## config.mk

```make
export PLATFORM = sky130hd
export DESIGN_NAME = sipt_ram
export DESIGN_NICKNAME = d
export VERILOG_FILES = /design/src/hdl/sipt_ram.sv
export SDC_FILE = /design/constraint.sdc
export NUM_CORES = 2
export LEC_CHECK = 0
export BUFFER_PORTS_ARGS = -buffer_cell sky130_fd_sc_hd__buf_2
export CAP_MARGIN = 30
export CORE_MARGIN = 2
export CORE_UTILIZATION = 33
export DETAILED_ROUTE_END_ITERATION = 8
export SYNTH_ARGS = -nofsm -noshare
export SYNTH_HDL_FRONTEND = slang
export SYNTH_SLANG_ARGS = --single-unit
```

## constraint.sdc

```tcl
create_clock -name clock -period 3.6 [get_ports clock]
set_input_delay 0.54 -clock clock [delete_from_list [all_inputs] [get_ports clock]]
set_output_delay 0.54 -clock clock [all_outputs]
set_load 0.05 [all_outputs]
```

## src/hdl/sipt_ram.sv

```systemverilog
// generic single write port ram with registered read
module sipt_ram #(
   parameter int WIDTH = 32,
   parameter int DEPTH = 64
) (
   input  logic                     clock,
   input  logic                     wr_en,
   input  logic [$clog2(DEPTH)-1:0] wr_addr,
   input  logic [WIDTH-1:0]         wr_data,
   input  logic [$clog2(DEPTH)-1:0] rd_addr,
   output logic [WIDTH-1:0]         rd_data
);

   logic [WIDTH-1:0] mem_ff [DEPTH];
   logic [WIDTH-1:0] rd_data_ff;

   always_ff @(posedge clock) begin
      if (wr_en) begin
         mem_ff[wr_addr] <= wr_data;
      end
      rd_data_ff <= mem_ff[rd_addr];
   end

   assign rd_data = rd_data_ff;

endmodule

```

==> impl_metrics.env <==
export IMPL_status="finished, final reports clean"
export IMPL_layout_nets=3727
export IMPL_netSwitchingPower_mw=11.0
export IMPL_vias_per_cell=5.33
export IMPL_synth_nets=3370
export IMPL_final_area_mm2=0.0923
export IMPL_synth_area_per_cell_um2=23.6
export IMPL_rows=179
export IMPL_skew_ns=0.0265
export IMPL_synthTopCellsByCount="edfxtp_1, mux4_2, nor2_1, mux2i_1, o22ai_1"
export IMPL_startpoint_type="input pin"
export IMPL_syn2layout_area_growth_pct=17.5
export IMPL_start_util_pct=33.1
export IMPL_synth_area_leaders="edfxtp_1, mux4_2, mux2i_1"
export IMPL_firstDrtPassIters=5
export IMPL_gp_congestion=0.817
export IMPL_grt_pass1_vias=38172
export IMPL_rsz0062_at_grt="no"
export IMPL_reg2reg_from="mem_ff[2][1]$_DFFE_PP_"
export IMPL_crit_end="rd_data[1]$_DFF_P_"
export IMPL_synth_fa_ha_area_share_pct=0
export IMPL_synth_edf_count=2048
export IMPL_fp_dieH_um=492
export IMPL_setup_viol=0
export IMPL_synth_seq_cells=2080
export IMPL_synth_top_cell_by_area="edfxtp_1"
export IMPL_max_freq_mhz=340
export IMPL_htree_levels=4
export IMPL_grt_pass1_wl_um=294000
export IMPL_p_clk_share_pct=41.5
export IMPL_seq_area_frac_synth_pct=79.1
export IMPL_place_area_mm2=0.0855
export IMPL_clk_latency_ns=0.85
export IMPL_p_int_mw=39.9
export IMPL_cellPowerDensity_mw_per_mm2=552
export IMPL_syn_inst=3324
export IMPL_drt_iter0_markers=4762
export IMPL_hold_path_class="input pin to flip-flop"
export IMPL_maxSlewViolCount=0
export IMPL_synth_compound_area_share_pct=1.67
export IMPL_nFillCells=20818
export IMPL_multi_input_area_mm2=0.0160
export IMPL_yosysMostFrequentCell="edfxtp_1"
export IMPL_io_pins=78
export IMPL_ys_types=34
export IMPL_worst_slew_pin_slew_ns=0.974
export IMPL_cts_made_buffers=198
export IMPL_synthMuxAreaShare_pct=16.8
export IMPL_wirelength_um=210000
export IMPL_r2r_slack_ns=1.00
export IMPL_timing_setup_critical_path_class="input pin to flip-flop"
export IMPL_synth_top_family_by_area="multiplexers"
export IMPL_wl_per_cell_um=29.9
export IMPL_synth_flop_cell="edfxtp_1"
export IMPL_maxCapViolCount=0
export IMPL_cts_root_buf="clkbuf_16"
export IMPL_die_w_um=492
export IMPL_ant_nets=0
export IMPL_syn_area_mm2=0.0785
export IMPL_yosysTopAreaCellShare_pct=78.3
export IMPL_cts_max_path_buffers=3
export IMPL_grtUsageTotal_pct=17.2
export IMPL_period_share_pct=81.7
export IMPL_synthSimpleGateAreaFrac_pct=1.27
export IMPL_worstRegToRegCells=4
export IMPL_yosysWarnings=0
export IMPL_finalHoldViolCount=0
export IMPL_clk_pin_slew_ns=0.06
export IMPL_required_ns=4.25
export IMPL_post_route_util_pct=38.9
export IMPL_post_cts_buffers=0
export IMPL_design_core_area_mm2=0.237
export IMPL_ys_async_sr_fraction_pct=0
export IMPL_cp_startpoint="rd_addr[0]"
export IMPL_p_leak_nw=28.6
export IMPL_vias=37485
export IMPL_drc_errors=0
export IMPL_cts_sinks=2080
export IMPL_io_buffers=77
export IMPL_switching_share_pct=21.6
export IMPL_ir_drop_v=0.000478
export IMPL_p_comb_share_pct=5.7
export IMPL_reg2reg_to="rd_data[1]$_DFF_P_"
export IMPL_dieArea_mm2=0.242
export IMPL_crit_fanout=18
export IMPL_grt_max_degree=62
export IMPL_hpwlAfterDp_um=124000
export IMPL_antenna_found_initial=29
export IMPL_slew_headroom_pct=35.1
export IMPL_grt_remaining_overflow=0
export IMPL_cts_tree="built"
export IMPL_final_layout_size_suffix_gt1_share_pct=32.3
export IMPL_period_needed_ns=2.94
export IMPL_area_sequential_mm2=0.0621
export IMPL_cp_arrival_ns=3.59
export IMPL_synth_xor_area_share_pct=0
export IMPL_cp_end_kind="flip-flop"
export IMPL_power_share_sequential_pct=52.8
[final cells by class]
cell class              instances  share of cell area, %
well taps                    3167                   4.29
clock inverters               126                   1.46
clock buffers                 246                   5.70
repair buffers                339                   3.85
flip-flops and latches       2080                   67.3
multi-input cells            1062                   17.3
diodes                         13                 0.0353
[cell usage in the layout (no fill, tap or decap), drive strengths merged, types with 8 or more instances in the layout]
master and instances:
dfxtp 32, buf 338, diode 13, clkinv 86, nor2b 15, edfxtp 2048
nand2 26, mux4 544, mux2i 93, o22ai 84, clkbuf 246, inv 10
o221ai 27, nand2b 8, a21oi 62, a22oi 12, nor2 137, a311oi 8
bufinv 23
[worst min path at each step]
stage | startpoint | to | slack (ns) | cells after the start
2_1_floorplan | wr_data[0] | mem_ff[0][0]$_DFFE_PP_ | 0.64 | 0
3_3_place_gp | mem_ff[12][8]$_DFFE_PP_ | rd_data[8]$_DFF_P_ | 0.75 | 4
3_5_place_dp | mem_ff[13][8]$_DFFE_PP_ | rd_data[8]$_DFF_P_ | 0.77 | 4
4_1_cts | wr_data[3] | mem_ff[9][3]$_DFFE_PP_ | 0.006 | 1
5_1_grt | wr_data[12] | mem_ff[28][12]$_DFFE_PP_ | 0.04 | 1
6_report | wr_data[3] | mem_ff[8][3]$_DFFE_PP_ | 0.07 | 1
[kinds of logic after synthesis]
group	after synthesis
buf+inv	182
flops	2080
compound gates	202
simple gates	223
mux	637
[registers in the layout, indices dropped and copies added, names as in the netlist]
signal	count
rd_data	32
mem_ff	2048
[critical path, stage by stage]
cell	delay [ns]
buf_8	0.26
buf_12	0.24
buf_12	0.20
buf_4	0.24
mux4_2	0.55
mux4_2	0.53
o22ai_1	0.74
nor2_1	0.25
[through the flow]
stage	setup TNS [ns]	setup slack (ns)	hold WS (ns)	instances	total power [mW]
6_report	0	0.660	0.0674	7033	51.0
5_1_grt	0	0.755	0.0421	7026	52.3
4_1_cts	0	0.729	0.00642	7012	51.3
3_5_place_dp	-0.269	-0.167	0.767	6640	30.3
3_3_place_gp	-0.350	-0.171	0.747	6625	30.3
2_1_floorplan	0	0.408	0.639	3324	28.9
[repair_timing]
item                      in CTS  in global routing
hold endpoints to repair       0                  4
hold buffers                   0                  1
gates resized for setup        0                  0
[power groups by stage]
stage	sequential (mW)	combinational (mW)	clock, mW
after floorplan	27.6	1.30	0
after global placement	27.4	2.83	0
after detailed placement	27.4	2.90	0
after CTS	26.9	2.91	21.5
after global routing	26.9	3.05	22.3
final	26.9	2.90	21.1
[routing by layer]
layer | routed length [um] | GRT usage, % | up-vias
met5 | 86 | 0 | -
met1 | 83500 | 23.0 | 20464
li1 | - | - | 15027
met3 | 18300 | 3.97 | 296
met2 | 101000 | 27.5 | 1684
met4 | 7310 | 6.33 | 14
Note: power is estimated with default switching activity, not from simulation.
