$ cat src/hdl/sipt_pkg.sv
// shared types and constants of the segment inside polygon test
package sipt_pkg;

   localparam int MAX_VERTICES = 64;
   localparam int VADDR_W = $clog2(MAX_VERTICES);
   localparam int VCNT_W = $clog2(MAX_VERTICES + 1);
   localparam int COORD_W = 16;
   localparam int VDATA_W = 2 * COORD_W;
   localparam int WIDE_W = 22;
   localparam int PROD_W = 2 * WIDE_W;
   localparam int ORI_W = PROD_W + 1;
   localparam int STEP_W = 3;
   localparam int MCNT_W = 4;
   localparam int MATH_LAST = 9;
   localparam int ISSUE_STEPS = 8;

   typedef logic signed [COORD_W-1:0] coord_type;
   typedef logic signed [WIDE_W-1:0] wide_type;

   typedef enum logic [1:0] {
      ACT_START  = 2'd0,
      ACT_APPEND = 2'd1,
      ACT_TEST   = 2'd2,
      ACT_NONE   = 2'd3
   } action_type;

   typedef enum logic [1:0] {
      PASS_START = 2'd0,
      PASS_END   = 2'd1,
      PASS_CROSS = 2'd2,
      PASS_MID   = 2'd3
   } pass_type;

   typedef enum logic [2:0] {
      ST_IDLE,
      ST_ADDR_A,
      ST_ADDR_B,
      ST_LATCH_B,
      ST_MATH,
      ST_EVAL,
      ST_REPLY
   } state_type;

   typedef struct packed {
      logic              vld;
      logic [STEP_W-1:0] step;
   } ori_ctrl_type;

   typedef struct packed {
      logic       vld;
      logic [1:0] idx;
      logic       neg;
      logic       zero;
   } ori_res_type;

endpackage

$ cat src/hdl/sipt_orient_unit.sv
// shared multiply and subtract unit giving orientation signs
module sipt_orient_unit import sipt_pkg::*; (
   input  logic         clock,
   input  logic         reset,
   input  ori_ctrl_type op_ctrl,
   input  wide_type     op_u,
   input  wide_type     op_v,
   output ori_res_type  res
);

   wide_type                   u_ff;
   wide_type                   v_ff;
   ori_ctrl_type               c1_ff;
   ori_ctrl_type               c2_ff;
   logic signed [PROD_W-1:0]   prod_ff;
   logic signed [PROD_W-1:0]   acc_ff;
   logic signed [ORI_W-1:0]    diff;

   always_ff @(posedge clock) begin
      if (reset) begin
         c1_ff <= '0;
         c2_ff <= '0;
      end else begin
         c1_ff <= op_ctrl;
         c2_ff <= c1_ff;
      end
      u_ff    <= op_u;
      v_ff    <= op_v;
      prod_ff <= u_ff * v_ff;
      // even steps hold the first product of an orientation
      if (c2_ff.vld && !c2_ff.step[0]) begin
         acc_ff <= prod_ff;
      end
   end

   assign diff     = ORI_W'(acc_ff) - ORI_W'(prod_ff);
   assign res.vld  = c2_ff.vld && c2_ff.step[0];
   assign res.idx  = c2_ff.step[STEP_W-1:1];
   assign res.neg  = diff[ORI_W-1];
   assign res.zero = (diff == '0);

endmodule

$ cat config.mk
export PLATFORM = sky130hd
export DESIGN_NAME = sipt_orient_unit
export DESIGN_NICKNAME = d
export VERILOG_FILES = /design/src/hdl/sipt_pkg.sv /design/src/hdl/sipt_orient_unit.sv
export SDC_FILE = /design/constraint.sdc
export NUM_CORES = 2
export LEC_CHECK = 0
export BUFFER_PORTS_ARGS = -buffer_cell sky130_fd_sc_hd__buf_2
export CORE_UTILIZATION = 55
export CTS_CLUSTER_DIAMETER = 150
export DETAILED_ROUTE_END_ITERATION = 7
export HOLD_SLACK_MARGIN = 0.12
export PLACE_DENSITY_LB_ADDON = 0.15
export SLEW_MARGIN = 30
export SYNTH_ARGS = -nofsm -noshare
export SYNTH_HDL_FRONTEND = slang
export SYNTH_SLANG_ARGS = --single-unit
export TNS_END_PERCENT = 100
$ cat constraint.sdc
create_clock -name clock -period 7.05 [get_ports clock]
set_clock_uncertainty 0.15 [all_clocks]
set_input_delay 1.41 -clock clock [delete_from_list [all_inputs] [get_ports clock]]
set_output_delay 1.41 -clock clock [all_outputs]
set_load 0.1 [all_outputs]
==> metrics.yaml <==
synth_compound_area_frac: 0.0711
wire_per_inst_um: 17.9
path_class: "flip-flop to flip-flop"
crit_arrival_ns: 7.12
cts_made_buffers: 17
start_util: 0.558
synth_edf_count: 44
hp-start: "prod_ff[36]"
cts_tree: "done"
rr_endpoint: "prod_ff[38]"
maxCapViolCount: 0
yosysSeqAreaShare: 0.135
synthesis.nets: 3316
die_area_mm2: 0.0446
yosys_warnings: 0
synthCells: 2585
hold_end: "acc_ff[36]"
ant_nets: 0
n_antenna_cell: 0
firstDrtPassIters: 5
detail_route.vias_per_cell: 5.30
first_iter_violations: 859
antenna_found_initial: 1
outcome: "complete, no violations"
grt_pass1_vias: 18765
fillers: 3700
place_congestion: 0.907
synth_top_family_by_area: "adder cells"
utilization: 0.628
min_period_over_period: 0.980
path_max_fanout: 6
synth-seq-cells: 140
final-hold-violation-count: 0
r2r-start: "u_ff[7]"
grt_max_degree: 45
worstSetupEndpointType: "flip-flop"
worst_pin_slew_ns: 0.607
synth-main-ff-cell: "dfxtp_1"
final-max-slew-violation-count: 0
routed_wl_um: 59200
synth_adder_area_share: 0.510
dp_hpwl_um: 50100
grt.overflow.total: 0
grt_pass1_wl_um: 96700
syn_area_mm2: 0.0241
track_usage: 0.282
synthSimpleGateAreaFrac: 0.144
postCtsHoldBufs: 0
port_buffers: 54
row_count: 76
num_vias: 17535
drive_above_1_share: 0.126
rsz0062_at_grt: "true"
crit_required_ns: 7.27
period_needed_ns: 6.91
fmaxAchievable_mhz: 145
synthXorXnorAreaFrac: 0.0247
whs_path_depth: 0
seqCellArea_mm2: 0.00331
ys_types: 73
clk_pin_slew_ns: 0.06
clock-sinks: 140
drcViolationCount: 0
cts_buffer_depth: 2
io_pins: 55
setup_ws_ns: 0.143
die_x_um: 211
hold_class: "flip-flop to flip-flop"
worstRegToRegCells: 26
multi_input_area_mm2: 0.0185
rrSetupSlack_ns: 0.14
avgSynthCellArea_um2: 9.32
muxShareOfSynthArea: 0.00301
synthArstFlopShare: 0
clock_latency_ns: 0.47
syn2layout_area_growth_pct: 12.6
die_h_um: 211
core_mm2: 0.0432
ctsRootBufferMaster: "clkbuf_16"
relSlewSlack: 0.595
critPathLaunchType: "flip-flop"
htree_levels: 4
nNetsFinal: 3444
post-place-ws_ns: -0.245
finalSetupViolCount: 0
-- routing by layer --
metal | vias up | global-route usage | wire length (um) | share of wire
li1 | 8065 | - | - | -
met1 | 8823 | 0.388 | 26200 | 0.44
met2 | 554 | 0.464 | 27700 | 0.47
met3 | 93 | 0.0393 | 3580 | 0.060
met4 | 0 | 0.0875 | 1670 | 0.028
met5 | - | 0 | 0 | 0
-- cells in the final DEF, fill, tap and decap left out, types with 11 or more instances in the layout --
master | netlist | routed
a21o_1 | 33 | 33
a21oi_1 | 78 | 69
and2_1 | 196 | 194
buf_12 | 0 | 16
buf_2 | 3 | 53
buf_4 | 3 | 128
buf_6 | 3 | 14
clkbuf_16 | 0 | 20
dfxtp_1 | 96 | 67
dfxtp_2 | 0 | 16
dfxtp_4 | 0 | 13
edfxtp_1 | 44 | 44
fa_1 | 502 | 490
fa_2 | 0 | 12
ha_1 | 179 | 167
inv_1 | 603 | 597
nand2_1 | 328 | 325
nand2b_1 | 19 | 19
nand3_1 | 16 | 16
nand4_1 | 11 | 11
nor2_1 | 75 | 74
nor2b_1 | 16 | 15
nor3_1 | 15 | 12
o21a_1 | 11 | 11
o21ai_0 | 50 | 43
o21bai_1 | 13 | 13
xnor2_1 | 49 | 49
xor2_1 | 19 | 19
-- area by class of cell --
| cell class | count | area share |
|---|---|---|
| Multi-Input combinational cell | 1736 | 0.682 |
| Timing Repair Buffer | 213 | 0.0647 |
| Tap cell | 585 | 0.0270 |
| Clock buffer | 22 | 0.0179 |
| Sequential cell | 140 | 0.122 |
| Clock inverter | 10 | 0.00295 |
| Inverter | 605 | 0.0838 |
-- worst max-delay path, stage by stage (launching register included) --
cell	delay, ns
dfxtp_4	0.38
buf_4	0.16
and2_1	0.17
fa_1	0.44
fa_1	0.49
inv_1	0.05
fa_1	0.51
fa_1	0.52
inv_1	0.06
fa_2	0.47
fa_1	0.49
inv_1	0.05
fa_1	0.48
inv_1	0.07
ha_4	0.27
nand2_2	0.07
a311oi_2	0.32
o2111ai_2	0.19
a31oi_2	0.24
o211ai_1	0.11
buf_4	0.17
a211oi_2	0.27
nor3_2	0.11
buf_4	0.16
nor2_4	0.09
o21ai_2	0.07
o311ai_1	0.26
-- registers in the layout (all words and copies together) (netlist names) --
name     cells
c2_ff        2
acc_ff      44
u_ff        22
prod_ff     44
res          2
v_ff        22
c1_ff        4
-- timing repair --
item	CTS	global route
endpoints found under the hold margin	0	0
buffers inserted	2	11
pin swaps	9	53
endpoints found under the setup margin	9	14
gates resized for setup	29	105
gates cloned	0	2
-- cell usage after synthesis, drive strengths merged, types with 3 or more instances --
cell type	number	area share
nand2b	19	0.0049
a21oi	79	0.017
ha	179	0.093
a22oi	3	0.00093
nor3	15	0.0031
dfxtp	96	0.080
nor2	75	0.012
a211o	3	0.0011
nand2	328	0.051
nand3	16	0.0033
or3	4	0.0010
buf	11	0.0033
a211oi	6	0.0021
a221oi	3	0.0016
and2b	3	0.00093
fa	502	0.42
o2111ai	7	0.0025
o21bai	13	0.0041
clkbuf	93	0.015
or2	3	0.00078
mux2i	5	0.0021
o22ai	7	0.0018
o21ai	50	0.010
o31ai	4	0.0012
and3	7	0.0018
nand4	11	0.0029
nor2b	17	0.0047
nor4	12	0.0034
o311ai	5	0.0018
a31oi	11	0.0029
o21a	11	0.0034
and2	196	0.051
xor2	19	0.0069
edfxtp	44	0.055
a21o	34	0.011
or4	3	0.00093
xnor2	49	0.018
inv	605	0.094
a21boi	4	0.0012
o211ai	6	0.0019
-- how the worst max path moves through the flow --
stage / startpoint / end / slack [ns]
CTS: v_ff[2] / prod_ff[43] / -0.007
global route: v_ff[1] / prod_ff[42] / -0.12
finish: u_ff[7] / prod_ff[38] / 0.14
global placement: v_ff[4] / prod_ff[43] / -0.14
detailed placement: v_ff[4] / prod_ff[43] / -0.25
floorplan: v_ff[7] / prod_ff[43] / 0.06
-- cells by family (layout without fill, tap and decap cells) --
family | Yosys count | after routing
mux | 7 | 7
flops | 140 | 140
simple gates | 716 | 716
fa+ha+maj | 681 | 681
buf+inv | 709 | 850
compound gates | 264 | 264
xor+xnor | 68 | 68
-- per-stage QoR --
step,hold WS [ns],setup TNS (ns),std cells,instance area (um^2)
6_report,0.279,0,3311,27100
5_1_grt,0.289,-0.500,3311,27100
3_5_place_dp,0.267,-0.963,3265,25900
4_1_cts,0.281,-0.00675,3299,26600
3_3_place_gp,0.264,-0.266,3265,25900
2_1_floorplan,0.258,0,2585,24100
Power is left out: the tool's default activity adds up to more than one toggle a clock period on the data nets, which glitch-free logic cannot reach.
